$ cat src/hdl/tfcd_ram.sv
// generic simple dual-port ram with registered read data
module tfcd_ram #(
   parameter int DEPTH  = 16,
   parameter int ADDR_W = 4,
   parameter int WIDTH  = 32
) (
   input  logic              clock,
   input  logic              we,
   input  logic [ADDR_W-1:0] waddr,
   input  logic [WIDTH-1:0]  wdata,
   input  logic [ADDR_W-1:0] raddr,
   output logic [WIDTH-1:0]  rdata
);

   logic [WIDTH-1:0] mem [DEPTH];
   logic [WIDTH-1:0] rdata_ff;

   always_ff @(posedge clock) begin
      if (we) begin
         mem[waddr] <= wdata;
      end
      rdata_ff <= mem[raddr];
   end

   assign rdata = rdata_ff;

endmodule

$ cat config.mk
export PLATFORM = sky130hd
export DESIGN_NAME = tfcd_ram
export DESIGN_NICKNAME = d
export VERILOG_FILES = /design/src/hdl/tfcd_ram.sv
export SDC_FILE = /design/constraint.sdc
export NUM_CORES = 1
export LEC_CHECK = 0
export BUFFER_PORTS_ARGS = -buffer_cell sky130_fd_sc_hd__buf_2
export CELL_PAD_IN_SITES_DETAIL_PLACEMENT = 0
export CELL_PAD_IN_SITES_GLOBAL_PLACEMENT = 1
export CORE_AREA = 4 4 216 218
export CTS_BUF_LIST = sky130_fd_sc_hd__clkbuf_4 sky130_fd_sc_hd__clkbuf_8
export DETAILED_ROUTE_END_ITERATION = 10
export DIE_AREA = 0 0 220 222
export GPL_ROUTABILITY_DRIVEN = 0
export PLACE_DENSITY_LB_ADDON = 0.1
export SKIP_LAST_GASP = 1
export SLEW_MARGIN = 20
export SYNTH_ARGS = -nofsm -noshare
export SYNTH_HDL_FRONTEND = slang
export SYNTH_SLANG_ARGS = --single-unit
$ cat constraint.sdc
create_clock -name clock -period 5.05 [get_ports clock]
set_clock_uncertainty 0.05 [all_clocks]
set_input_delay 0.2525 -clock clock [delete_from_list [all_inputs] [get_ports clock]]
set_output_delay 0.2525 -clock clock [all_outputs]
set_load 0.01 [all_outputs]
Word level (Yosys, flattened, before mapping)
Memory sizes are Yosys's and may differ from the RTL's. A register that Yosys moved wholly into a read port is not among the register bits.
Cells that the tools add are included.

operators by class
  multiplexer cells = 2

operators with widths
  operator           count
  1-bit two-way mux  2

storage, ports and cells
  flip-flop bits (word level) = 0
  RAM bits = 512
  input port bits = 42
  memories = 1

memories
  name  words  bits a word  read ports  clocked after memory_dff  wr ports  line  source
  mem   16     32           1           1                         1         15    logic [WIDTH-1:0] mem [DEPTH];

Depth between registers and ports, before layout
  depth after elaboration = 2
  mapped depth = 5

Worst setup path before layout
OpenSTA, ideal clock, no wires.

  path kind = input port to flip-flop
  start point = in waddr[2]
  end point = mem mem[0][0], enable pin
  arrival time = 2971 ps
  data required time = 4539 ps
  slack = 1568 ps
  stages = 2
  cell sequence = or3b_2 -> nor3_1

RTL lines
  item                line  source
  start: declaration  9     input logic [ADDR_W-1:0] waddr,
  end: declaration    15

No word-level cell before the write port.

==> results by group <==
Global routing
  – GRT overflow: 0
  – Global-route wire length before repair: 66,400 um
  – Maximum number of pins on one net before global-route repair: 69
  – Initial antenna violation count: 0
  – Number of global-route vias before repair: 10,200
  – GR Util All Layers: 18.7%

Drt
  – Drt drc: 0
  – Final wirelength: 44,500 um
  – DR vias: 9,183
  – Antenna viol nets, final: 0
  – DR vias/cell: 5.44
  – 1st-iter DRT viols: 692
  – Routed length per instance: 26.4 um
  – Met1 WL: 18,400 um
  – Highest metal used: met4
  – Met3 routed WL: 1910 um
  – First-pass detailed-route iteration total: 4
  – Routed wl met2: 23,500 um

Synthesis
  – Yosys warns: 0
  – Post-synth EDFFs: 512
  – Post-Syn Instances: 838
  – Register bit count reported by yosys: 544
  – Dominant synthesized flop cell: edfxtp_1
  – Synthesized cell area: 19,900 um2
  – Top cells by area, synth: edfxtp_1 (77%), mux4_2 (15%), dfxtp_1 (3.2%)
  – Top-count cell post-synth: edfxtp_1
  – Syn_nets: 880
  – Cell variety after synth: 18
  – Mean Syn Cell Area: 23.7 um2
  – Top cells by count, synth: edfxtp_1 (512), mux4_2 (128), a22oi_1 (64), nand2_1 (33), dfxtp_1 (32)
  – Leading area contributor after synthesis: edfxtp_1
  – Seq/Total Area, Yosys: 80.7%
  – Post-synth top area share: 77.4%
  – Asr flop ratio synth: 0%

Setup path
  – Worst path cell trace: clkbuf_8, buf_4, mux4_2, a22oi_1, nand2_1
  – Crit end category: flop
  – Worst setup SP type: input port
  – Worst EP arrival: 2470 ps
  – WP buf/inv: 2
  – Crit path max-delay cell type: clkbuf_8
  – Crit path max fanout: 63
  – Max stage delay on crit path: 630 ps
  – WP data required: 5510 ps
  – WS Path Type: input port to flop
  – Critical path's top delay family: buffers and inverters

Floorplanning
  – DIE WIDTH: 220 um
  – Chip height: 222 um
  – Die area: 48,800 um2
  – Starting Density: 44.2%
  – Area of the core: 44,900 um2
  – I/O pin cnt: 74
  – Row count: 78

Layout
  – Fin area: 23,300 um2
  – Nets: 1,057
  – Non-filler cells, final: 1,689
  – Share of layout cells above drive strength 1: 36.3%
  – Layout area overhead: 17.3%
  – Final Core Density: 51.9%
  – Number of diodes: 0

Placement
  – Pre-CTS setup slack: 2260 ps
  – Placed Area: 21,100 um2
  – Port Buffer Count: 73
  – Dpl hpwl: 22,600 um
  – Placed cells: 1,492

Clocking
  – Post-CTS setup buffers: 0
  – CTS Hold Bufs: 32
  – H-Tree Depth: 3
  – Clock sink total: 544
  – CTS tree: built
  – Num CTS Buffers: 89
  – CTS resizes: 0
  – Root Driver: clkbuf_8
  – Worst-path clk slew: 60 ps
  – Later-pin clock latency in the skew report: 650 ps
  – CTS max path bufs: 3

STA
  – Hold_ws: 318 ps
  – Worst setup margin: 3040 ps
  – Crit path time final: 2010 ps
  – Unrepaired setup endpoints after global routing: false
  – Final setup viols: 0
  – Slew Limit Fails: 0
  – F_max: 497 MHz
  – Setup TNS: 0 ps
  – Final Cycle Share: 39.8%
  – Worst slew pin tran: 1000 ps
  – Max transition margin: 33.0%
  – Final Hold Vio Count: 0

Pwr
  – Pwr Total: 9.45 mW
  – Pwr dens: 406 nW/um2
  – IR drop worst, VDD: 280 uV
  – Lkg Pwr: 7.58 nW

Outcome
  – Outcome: completed

Run
  – Max cap viols: 0

Min path
  – Worst min-delay path category: input port to flop
layout by cell type, fill, tap and decap left out:
cell / Yosys / final
edfxtp_1: 512 / 512
mux4_2: 128 / 128
clkbuf_8: 0 / 108
buf_2: 4 / 71
a22oi_1: 64 / 64
nand2_1: 33 / 33
dlygate4sd3_1: 0 / 32
dfxtp_1: 32 / 32
clkbuf_4: 0 / 31
buf_4: 11 / 24
clkinv_1: 0 / 16
nor2_4: 0 / 13
clkinv_2: 0 / 7
nor3_2: 0 / 4
nor2b_4: 0 / 2
nand3b_1: 2 / 2
nand2b_1: 2 / 2
clkinvlp_4: 0 / 2
bufinv_16: 0 / 2
and2_2: 0 / 1
nand3_1: 1 / 1
or3b_2: 1 / 1
buf_12: 0 / 1
worst paths after layout:
| kind | startpoint | cells after the start | endpoint | slack (ps) |
|---|---|---|---|---|
| min reg2reg | mem[6][31]$_DFFE_PP_ | 3 | rdata[31]$_DFF_P_ | 610 |
| max reg2reg | mem[10][23]$_DFFE_PP_ | 3 | rdata[23]$_DFF_P_ | 3650 |
| min | waddr[3] | 3 | mem[3][29]$_DFFE_PP_ | 320 |
| max | raddr[0] | 5 | rdata[23]$_DFF_P_ | 3040 |
layer usage:
metal,global-route usage (%),vias up
met2,32.1,233
met1,24.6,4950
met4,5.25,0
met5,0,-
met3,3.49,48
li1,-,3952
where the power goes:
group / leakage [nW] / switching [mW] / total [mW] / internal [mW]
logic: 1.69 / 0.275 / 0.470 / 0.195
registers: 4.89 / 0.0274 / 5.08 / 5.05
clock network: 0.993 / 1.66 / 3.91 / 2.25
total: 7.58 / 1.96 / 9.45 / 7.49
sequential cells by signal (all words and copies together) (netlist names):
name / count
mem: 512
rdata: 32
layout make-up:
class / count / area [um2]
clock buffers: 138 / 1710
clock inverters: 27 / 170
fillers: 3628 / 21600
multi-input cells: 251 / 3750
flip-flops and latches: 544 / 16000
well taps: 600 / 751
repair buffers: 129 / 890
tightest hold or removal path, delay by kind of cell:
kind / cells / cell delay (ps)
and+or+nand+nor: 2 / 440
buffers and inverters: 1 / 110
cell families (layout without fill, tap and decap cells):
group,after synthesis,in the layout,share of synthesized area [%]
and+or+nand+nor,59,59,1.27
muxes,128,128,14.5
DFF,544,544,80.7
buffers and inverters,43,294,1.12
AOI/OAI and AO/OA,64,64,2.42
Note: power is estimated with default switching activity, not from simulation.
