===== config.mk =====
export PLATFORM = sky130hd
export DESIGN_NAME = tfcd_divider
export DESIGN_NICKNAME = d
export VERILOG_FILES = /design/src/hdl/tfcd_pkg.sv /design/src/hdl/tfcd_divider.sv
export SDC_FILE = /design/constraint.sdc
export NUM_CORES = 1
export LEC_CHECK = 0
export BUFFER_PORTS_ARGS = -buffer_cell sky130_fd_sc_hd__buf_2
export CORE_ASPECT_RATIO = 1.75
export CORE_MARGIN = 4
export CORE_UTILIZATION = 45
export DETAILED_ROUTE_END_ITERATION = 10
export GPL_ROUTABILITY_DRIVEN = 1
export GPL_TIMING_DRIVEN = 0
export PLACE_DENSITY_LB_ADDON = 0.12
export SYNTH_ARGS = -nofsm -noshare
export SYNTH_HDL_FRONTEND = slang
export SYNTH_SLANG_ARGS = --single-unit

===== constraint.sdc =====
create_clock -name clock -period 3.45 [get_ports clock]
set_input_delay 0.1725 -clock clock [delete_from_list [all_inputs] [get_ports clock]]
set_output_delay 0.1725 -clock clock [all_outputs]
set_load 0.02 [all_outputs]

===== src/hdl/tfcd_pkg.sv =====
// shared types, constants and helpers of the tdc code density calibration unit
package tfcd_pkg;

   localparam int NUM_PLANES   = 1;
   localparam int NUM_SECTIONS = 3;
   localparam int NUM_ANODES   = 6;
   localparam int NUM_BINS     = 1000;

   localparam int CHANNELS  = NUM_PLANES * NUM_SECTIONS * NUM_ANODES;
   localparam int SEC_AN    = NUM_SECTIONS * NUM_ANODES;
   localparam int CH_W      = (CHANNELS > 1) ? $clog2(CHANNELS) : 1;
   localparam int BIN_W     = $clog2(NUM_BINS);
   localparam int BIN_AW    = CH_W + BIN_W;
   localparam int BIN_DEPTH = CHANNELS << BIN_W;

   localparam int CNT_W          = 32;
   localparam int VAL_W          = 15;
   localparam int DIV_N_W        = CNT_W + VAL_W;
   localparam int FULL_SCALE_Q12 = 20480;

   localparam logic OP_RECORD = 1'b0;
   localparam logic OP_QUERY  = 1'b1;

   localparam logic [1:0] STAT_OK          = 2'd0;
   localparam logic [1:0] STAT_BAD_CHANNEL = 2'd1;
   localparam logic [1:0] STAT_NO_CAL      = 2'd2;
   localparam logic [1:0] STAT_BAD_BIN     = 2'd3;

   typedef struct packed {
      logic        operation;
      logic [3:0]  plane;
      logic [3:0]  section;
      logic [3:0]  anode;
      logic [11:0] fine_time;
      logic [11:0] query_bin;
   } req_item_type;

   typedef struct packed {
      logic [1:0]       status;
      logic [VAL_W-1:0] calibrated_ns_q12;
   } rsp_item_type;

   typedef struct packed {
      logic [CNT_W-1:0] entries;
      logic [CNT_W-1:0] in_range;
   } chan_word_type;

   function automatic logic [CNT_W-1:0] sat_inc(input logic [CNT_W-1:0] v);
      sat_inc = (v == {CNT_W{1'b1}}) ? v : v + CNT_W'(1);
   endfunction

endpackage


===== src/hdl/tfcd_divider.sv =====
// restoring divider, one quotient bit per cycle, quotient known to fit
module tfcd_divider (
   input  logic                          clock,
   input  logic                          reset,
   input  logic                          start,
   input  logic [tfcd_pkg::DIV_N_W-1:0]  dividend,
   input  logic [tfcd_pkg::CNT_W-1:0]    divisor,
   output logic                          done,
   output logic [tfcd_pkg::VAL_W-1:0]    quotient
);
   import tfcd_pkg::*;

   localparam int STEP_W = $clog2(VAL_W + 1);

   logic [CNT_W-1:0]  rem_ff, rem_in;
   logic [VAL_W-1:0]  low_ff, low_in;
   logic [VAL_W-1:0]  quo_ff, quo_in;
   logic [CNT_W-1:0]  dvs_ff, dvs_in;
   logic [STEP_W-1:0] step_ff, step_in;
   logic              busy_ff, busy_in;
   logic              done_ff, done_in;

   logic [CNT_W:0] shifted;
   logic [CNT_W:0] diff;
   logic           ge;

   always_comb begin
      shifted = {rem_ff, low_ff[VAL_W-1]};
      diff    = shifted - {1'b0, dvs_ff};
      ge      = (shifted >= {1'b0, dvs_ff});
      rem_in  = rem_ff;
      low_in  = low_ff;
      quo_in  = quo_ff;
      dvs_in  = dvs_ff;
      step_in = step_ff;
      busy_in = busy_ff;
      done_in = 1'b0;
      if (start) begin
         rem_in  = dividend[DIV_N_W-1:VAL_W];
         low_in  = dividend[VAL_W-1:0];
         dvs_in  = divisor;
         step_in = STEP_W'(VAL_W);
         busy_in = 1'b1;
      end else if (busy_ff) begin
         rem_in  = ge ? diff[CNT_W-1:0] : shifted[CNT_W-1:0];
         low_in  = {low_ff[VAL_W-2:0], 1'b0};
         quo_in  = {quo_ff[VAL_W-2:0], ge};
         step_in = step_ff - STEP_W'(1);
         if (step_ff == STEP_W'(1)) begin
            busy_in = 1'b0;
            done_in = 1'b1;
         end
      end
   end

   always_ff @(posedge clock) begin
      if (reset) begin
         busy_ff <= 1'b0;
         done_ff <= 1'b0;
         step_ff <= '0;
      end else begin
         busy_ff <= busy_in;
         done_ff <= done_in;
         step_ff <= step_in;
      end
   end

   always_ff @(posedge clock) begin
      rem_ff <= rem_in;
      low_ff <= low_in;
      quo_ff <= quo_in;
      dvs_ff <= dvs_in;
   end

   assign done     = done_ff;
   assign quotient = quo_ff;

endmodule


; ---- After elaboration in Yosys (flattened, before gate mapping)
; Cells that the tools add are included.
[word_totals]
reg_bits = 100
latch_bits = 0
ram_bits = 0
rom_bits = 0
out_inout_bits = 16
word_cells = 27
n_memories = 0
[op_classes]
add_sub_neg = 2
multipliers = 0
n_div = 0
n_lt_le_gt_ge = 1
eq_ne = 1
shifts = 0
muxes = 11
bitwise = 2
n_reduce_logical = 3
[ops]
columns = op, n
row1 = 32-bit 2-to-1 mux, 3
row2 = 33-bit by 32-bit greater-or-equal comparator with 1-bit output, 1
row3 = 32-bit subtractor, 1
row4 = 15-bit 2-to-1 mux, 2
row5 = 4-bit 2-to-1 mux, 2
row6 = 4-bit by 1-bit == test with 1-bit output (second input constant), 1
row7 = 1-bit 2-to-1 mux, 4
row8 = 4-bit by 1-bit subtractor with 4-bit output (second input constant), 1
row9 = 3-bit OR reduction, 1
row10 = 1-bit NOT, 2
row11 = 2-bit AND reduction, 1
row12 = 2-bit nonzero test, 1

; ---- Depth between registers and ports, before layout
; Gate-level depths: netlist (run 1).
[depth]
depth_word = 4
mapped_depth = 13

; ---- Worst setup path before layout (run 1)
; OpenSTA, ideal clock, no wires.
[synth_path]
path_kind = register to register
start = reg rem_ff[9]
end = reg rem_ff[4] (data pin)
arrival_ns = 2.606
required_time_ns = 3.176
slack_ns = 0.569
path_stages_with_launch = 11
path_cell_list = edfxtp_1 -> ha_1 -> buf_2 -> and4_4 -> nand3_1 -> or4_4 -> o41a_1 -> buf_2 -> buf_2 -> nand3_1 -> a31oi_1
[synth_via]
elab_chain_len = 4
[synth_rtl]
columns = element, line
row1 = from (decl), tfcd_divider.sv:15  ; logic [CNT_W-1:0] rem_ff, rem_in;
row2 = from (signal assigned), tfcd_divider.sv:69  ; rem_ff <= rem_in;
row3 = 33-bit by 32-bit greater-or-equal comparator with 1-bit output, tfcd_divider.sv:30  ; ge = (shifted >= {1'b0, dvs_ff});
row4 = 32-bit 2-to-1 mux, tfcd_divider.sv:45  ; rem_in = ge ? diff[CNT_W-1:0] : shifted[CNT_W-1:0];
row5 = 32-bit 2-to-1 mux, tfcd_divider.sv:44  ; end else if (busy_ff) begin
row6 = 32-bit 2-to-1 mux, tfcd_divider.sv:38  ; if (start) begin
row7 = via rem_in[4], tfcd_divider.sv:15
; The timed path passes the listed nets, and every way through them passes these cells. The select of a mux whose other input is x is not followed.
; A chain may end at the register's enable or synchronous reset.

; ---- Worst setup path in the final report (run 1)
[layout_path]
start = reg rem_ff[9]
end = reg rem_ff[7] (data pin)
; Same word-level chain as after synthesis.

==> results.json, run 1 <==
{
  "outcome": "complete, no violations",
  "layout-drive-gt1-share_pct": 22.5,
  "syn_area_sq_mm": 0.00599,
  "io_buffer_count": 97,
  "end_kind": "register",
  "yosys.area_share.xor_xnor_pct": 3.95,
  "drt_iter0_drc": 265,
  "cts_root_buf": "clkbuf_16",
  "yosysWarnings": 0,
  "drc": 0,
  "grt_antenna_before_repair": 0,
  "grt_pass1_vias": 5361,
  "die_w_um": 95.2,
  "path_clk_slew_ns": 0.08,
  "gp_congestion": 0.932,
  "routed_via_density": 5.73,
  "cts_buffers": 9,
  "layout_min_cycle_time_ns": 3.29,
  "rsz0062_at_grt": "false",
  "finClkSkew_ns": 0.0137,
  "holdWs_ns": 0.0151,
  "numClockSinks": 100,
  "io_pins": 98,
  "relSlewSlack_pct": 18.7,
  "synth_cell_types": 62,
  "start_util_pct": 46.1,
  "synth-simple-area-share_pct": 11.9,
  "final_cell_mix": "buf_2, edfxtp_1, nand2_1, inv_1",
  "clock_latency_ns": 0.35,
  "final_common_cell": "buf_2",
  "synth_edf_count": 94,
  "placed_area_sq_mm": 0.00669,
  "n_antenna_cell": 0,
  "n_fill_cell": 1136,
  "cts_buffer_depth": 2,
  "synth_top_family_by_area": "compound AO/OA/AOI/OAI gates",
  "grt.overflow.total": 0,
  "ys_seq_area_share_pct": 49.1,
  "worst_pin_slew_ns": 1.22,
  "peakVddDrop_mv": 0.268,
  "drt_pass1_iterations": 7,
  "period_share_pct": 95.5,
  "fmaxAchievable_mhz": 304,
  "syn2layout_area_growth_pct": 22.6,
  "cap_violations": 0,
  "core-area_sq_mm": 0.0130,
  "powerDensity_mw_per_mm2": 622,
  "rows": 55,
  "avgSynthCellArea_sq_um": 10.7,
  "crit_required_ns": 3.51,
  "muxShareOfSynthArea_pct": 2.80,
  "async_reset_ff_share_pct": 0,
  "ctsHtreeMaxLevel": 3,
  "grt_max_degree": 48,
  "fin_nets": 820,
  "drv_slew": 0,
  "multiInputGateArea_sq_mm": 0.00276,
  "synth-seq-cells": 100,
  "cts_tree": "built",
  "synth_nets": 679,
  "arrival_ns": 3.35,
  "netlist_instances": 562,
  "setup_viol": 0,
  "seq_area_sq_mm": 0.00294,
  "hold_viol": 0,
  "grt_use_total_pct": 23.6,
  "synth-compound-area-share_pct": 19.7,
  "synth-main-ff-cell": "edfxtp_1",
  "vias": 5033,
  "finalWirelength_um": 17700,
  "fin_area_sq_mm": 0.00735,
  "die_h_um": 161,
  "leakage_uw": 0.00301,
  "post_drt_wl_per_cell_um": 20.1,
  "crit_type": "reg2reg",
  "die-area_sq_mm": 0.0153,
  "cp_max_fo": 10,
  "synth_adder_area_share_pct": 7.43,
  "cp-start-kind": "register",
  "hpwl_um": 13100,
  "grt_pass1_wl_um": 27400,
  "hold_path_class": "in2reg",
  "ant_nets": 0
}
[power by group]
| group | total [uW] | internal (uW) | leakage (uW) | switching [uW] |
|---|---|---|---|---|
| Sequential | 1640 | 1550 | 0.000976 | 89.6 |
| Combinational | 1880 | 761 | 0.00188 | 1110 |
| Clock | 1060 | 574 | 0.000148 | 486 |
| Total | 4570 | 2880 | 0.00301 | 1690 |
[synth_stat cells, types with 15 or more instances]
cell,instances,share of area [%]
a31oi_1,16,1.7
nor2_1,25,1.6
clkbuf_1,16,1.0
ha_1,34,7.1
edfxtp_1,94,47
xnor2_1,22,3.2
a21oi_1,33,2.8
o21ai_0,31,2.6
nand2_1,44,2.8
nand4_1,15,1.6
inv_1,43,2.7
nand3_1,17,1.4
[repair_timing]
action,4_1_cts,5_1_grt
endpoints found under the setup margin,11,24
pin swaps,0,1
hold buffers,30,1
gates resized for setup,2,9
hold endpoints to repair,30,1
setup buffers,0,2
[path summary, 6_finish.rpt]
path | from | end | slack, ns | cells after the start
min | divisor[23] | dvs_ff[23] | 0.02 | 1
max | rem_ff[9] | rem_ff[7] | 0.16 | 10
min reg2reg | quotient[0] | quotient[1] | 0.44 | 0
max reg2reg | rem_ff[9] | rem_ff[7] | 0.16 | 10
[worst max-delay path, cell delays in order, from the launching register on]
cell and delay [ns]:
edfxtp_1 0.40, ha_1 0.28, buf_2 0.16, and4_4 0.27, nand3_1 0.12, or4_4 0.59, o41a_1 0.49, clkbuf_4 0.24
buf_4 0.22, nand3_1 0.10, a31oi_1 0.11
[routing by layer]
layer	global-route usage [%]	part of all wire, %
met5	0	0
met4	11.7	4.4
met3	4.45	5.1
met2	42.7	54
met1	25.4	37
[layout make-up]
class / count / area share [%]
flip-flops and latches: 100 / 40.0
multi-input cells: 389 / 37.5
repair buffers: 130 / 11.0
clock buffers: 9 / 3.06
well taps: 171 / 2.91
inverters: 44 / 2.25
plain buffers: 29 / 2.06
clock inverters: 7 / 1.09
[metrics by stage]
step | util [%] | power, uW | setup WS [ns] | setup TNS, ns | instances
6_report | 56.5 | 4570 | 0.155 | 0 | 879
3_5_place_dp | 51.5 | 3470 | -0.0854 | -0.304 | 830
4_1_cts | 56.1 | 4570 | 0.0200 | 0 | 876
3_3_place_gp | 51.5 | 3450 | -0.0780 | -0.187 | 830
5_1_grt | 56.5 | 4840 | 0.0182 | 0 | 879
2_1_floorplan | - | 2950 | 0.569 | 0 | 562
[flip-flops by register name, summed over array words and instances, names as in the netlist]
register,flops
step_ff,4
done,1
dvs_ff,32
rem_ff,32
busy_ff,1
low_ff,15
quotient,15
[logic make-up (layout without fill, tap and decap cells)]
kind of cell               after synthesis  after routing
AOI/OAI and AO/OA                      168            168
and+or+nand+nor                        144            144
DFF                                    100            100
buffers and inverters                   73            219
adders and majority gates               35             35
xor gates and xnor gates                27             27
muxes                                   15             15
(Power assumes the default switching activity.)
==> inputs of run 2 (changes only) <==
ABC_AREA = 1   (was unset)
==> run 2 against run 1 <==
The flow now finishes with violations (hold timing). Hold slack worse by 0.016 ns. Count of clock-buffer cells in the layout is the same. Die area increased by 13%. Sequential power down 3%. Cell count increased by 43%. Via count grew 20%. Combinational power is essentially flat. Fmax is 25% higher. Global-route usage shrank 1.1 points. First-iteration DRC count shrank 9.8%.
==> results.json, run 2 <==
{
  "die-area_sq_mm": 0.0173,
  "grt_pass1_vias": 6206,
  "synth_cell_types": 36,
  "syn2layout_area_growth_pct": 20.0,
  "met2_usage_pct": 42.3,
  "cts_buffers": 9,
  "core-area_sq_mm": 0.0149,
  "drt_iter0_drc": 239,
  "fin_nets": 1185,
  "worst_pin_slew_ns": 0.880,
  "period_share_pct": 76.2,
  "gp_congestion": 0.968,
  "arrival_ns": 2.76,
  "leakage_uw": 0.00434,
  "rsz0062_at_grt": "false",
  "gr-usage-met1_pct": 24.9,
  "relSlewSlack_pct": 41.3,
  "drt_pass1_iterations": 5,
  "fin_tns_setup_ns": 0,
  "grt_antenna_before_repair": 0,
  "r2r_end": "rem_ff[28]",
  "failed_checks": "hold timing",
  "final_common_cell": "nand2_1",
  "powerDensity_mw_per_mm2": 560,
  "fmaxAchievable_mhz": 380,
  "hpwl_um": 14800,
  "r2r_slack_ns": 0.82,
  "crit_type": "reg2reg",
  "rows": 59,
  "holdWs_ns": -0.000813,
  "end_kind": "register",
  "synth_nets": 1045,
  "ant_nets": 0,
  "ctsHtreeMaxLevel": 3,
  "grt_max_degree": 34,
  "grt_pass1_wl_um": 30200,
  "final_cell_mix": "nand2_1, inv_1, buf_2, edfxtp_1, nand3_1",
  "hold_viol": 1,
  "die_w_um": 101,
  "routed_via_density": 4.81,
  "synth_edf_count": 94,
  "finalWirelength_um": 18600,
  "largest_registers": "dvs_ff (32), rem_ff (32)",
  "cts_buffer_depth": 2,
  "synthTopCellsByArea": "edfxtp_1, nand2_1, inv_1",
  "layout-drive-gt1-share_pct": 14.1,
  "cts_root_buf": "clkbuf_16",
  "drv_slew": 0,
  "yosys-top-cells-count": "nand2_1, inv_1, edfxtp_1",
  "die_h_um": 171,
  "rr_startpoint": "low_ff[14]",
  "gr-usage-met3_pct": 2.39,
  "critPathLaunch": "low_ff[14]",
  "layout_min_cycle_time_ns": 2.63,
  "netlist_instances": 928,
  "n_antenna_cell": 0,
  "fin_total_pwr_uw": 4600,
  "path_clk_slew_ns": 0.08,
  "syn_area_sq_mm": 0.00685,
  "grt.overflow.total": 0,
  "cap_violations": 0,
  "vias": 6037,
  "ys_seq_area_share_pct": 43.0,
  "peakVddDrop_mv": 0.262,
  "outcome": "complete, but fails checks",
  "hold_path_class": "in2reg",
  "numClockSinks": 100,
  "cts_tree": "built",
  "start_util_pct": 45.9,
  "grt_use_total_pct": 22.5,
  "yosysWarnings": 0,
  "synth-seq-cells": 100,
  "finClkSkew_ns": 0.0137,
  "post_cts_buffers": 0,
  "cp-start-kind": "register",
  "avgSynthCellArea_sq_um": 7.38,
  "setup_viol": 0,
  "cts_hold_buf": 31,
  "crit_required_ns": 3.58,
  "yosysMostFrequentCell": "nand2_1",
  "io_buffer_count": 97,
  "drc": 0,
  "cp_max_fo": 4,
  "synth_top_cell_area_share_pct": 41.2,
  "cts_resized": 0,
  "endpoint": "rem_ff[28]",
  "post_drt_wl_per_cell_um": 14.8,
  "clock_latency_ns": 0.37,
  "io_pins": 98,
  "rr_worst_depth": 16,
  "grt-busiest-layer": "met2",
  "synth-main-ff-cell": "edfxtp_1",
  "async_reset_ff_share_pct": 0,
  "yosys.area.top_type": "edfxtp_1"
}
==> run 2: worst min path at each step <==
stage | to | slack (ns) | startpoint | depth (start not counted)
global route | dvs_ff[7] | 0.001 | divisor[7] | 1
finish | dvs_ff[7] | -0.0008 | divisor[7] | 1
floorplan | step_ff[3] | 0.24 | reset | 1
detailed placement | dvs_ff[26] | 0.35 | divisor[26] | 1
global placement | dvs_ff[18] | 0.35 | divisor[18] | 1
CTS | dvs_ff[7] | 0.0003 | divisor[7] | 1
==> run 2: per-stage QoR <==
step	instance area, sq um	instances	utilization, %	worst slack [ns]
3_5_place_dp	7580	1209	50.8	0.841
3_3_place_gp	7560	1208	50.7	0.181
6_report	8210	1256	55.1	0.822
2_1_floorplan	6850	928	-	1.35
4_1_cts	8210	1256	55.1	0.844
5_1_grt	8210	1256	55.1	0.662
==> run 2: worst max-delay path, stage by stage, from the launching register on <==
cell	delay, ns
edfxtp_1	0.36
inv_1	0.08
ha_1	0.14
inv_1	0.08
fa_1	0.44
nand3_1	0.11
nand3_1	0.21
nand2_1	0.16
nand2_1	0.18
nand2_1	0.10
nand2_1	0.10
nand2_1	0.14
nand2_1	0.07
nand2_1	0.07
nand3_2	0.06
nand2_1	0.07
nand2_1	0.04
==> run 2: per-layer routing <==
| layer | up-vias | share of wire, % | wire length, um |
|---|---|---|---|
| li1 | 3178 | - | - |
| met1 | 2713 | 39 | 7290 |
| met2 | 116 | 54 | 10000 |
| met3 | 30 | 3.7 | 682 |
| met4 | 0 | 3.5 | 654 |
| met5 | - | 0 | 0 |
==> run 2: final cells by class <==
class / count / area (sq um)
multi-input combinational: 633 / 3130
buffer: 20 / 119
clock inverter: 7 / 93.8
clock buffer: 9 / 225
sequential: 100 / 2940
timing repair buffer: 129 / 816
tap: 183 / 229
fill: 1496 / 6700
inverter: 175 / 657
==> run 2: report_power, final <==
group,switching (uW),internal [uW],leakage [uW]
combinational,1210,707,0.00321
sequential,69.7,1520,0.000981
clock,564,529,0.000154
total,1840,2760,0.00434
==> run 2: cells by family (layout without fill, tap and decap cells) <==
kind of cell               Yosys count  after routing  share of synthesized area [%]
DFF                                100            100                           43.0
and+or+nand+nor                    555            555                           35.0
xor gates and xnor gates            14             14                           1.79
buffers and inverters              195            340                           11.3
adders and majority gates           35             35                           6.50
AOI/OAI and AO/OA                   29             29                           2.39
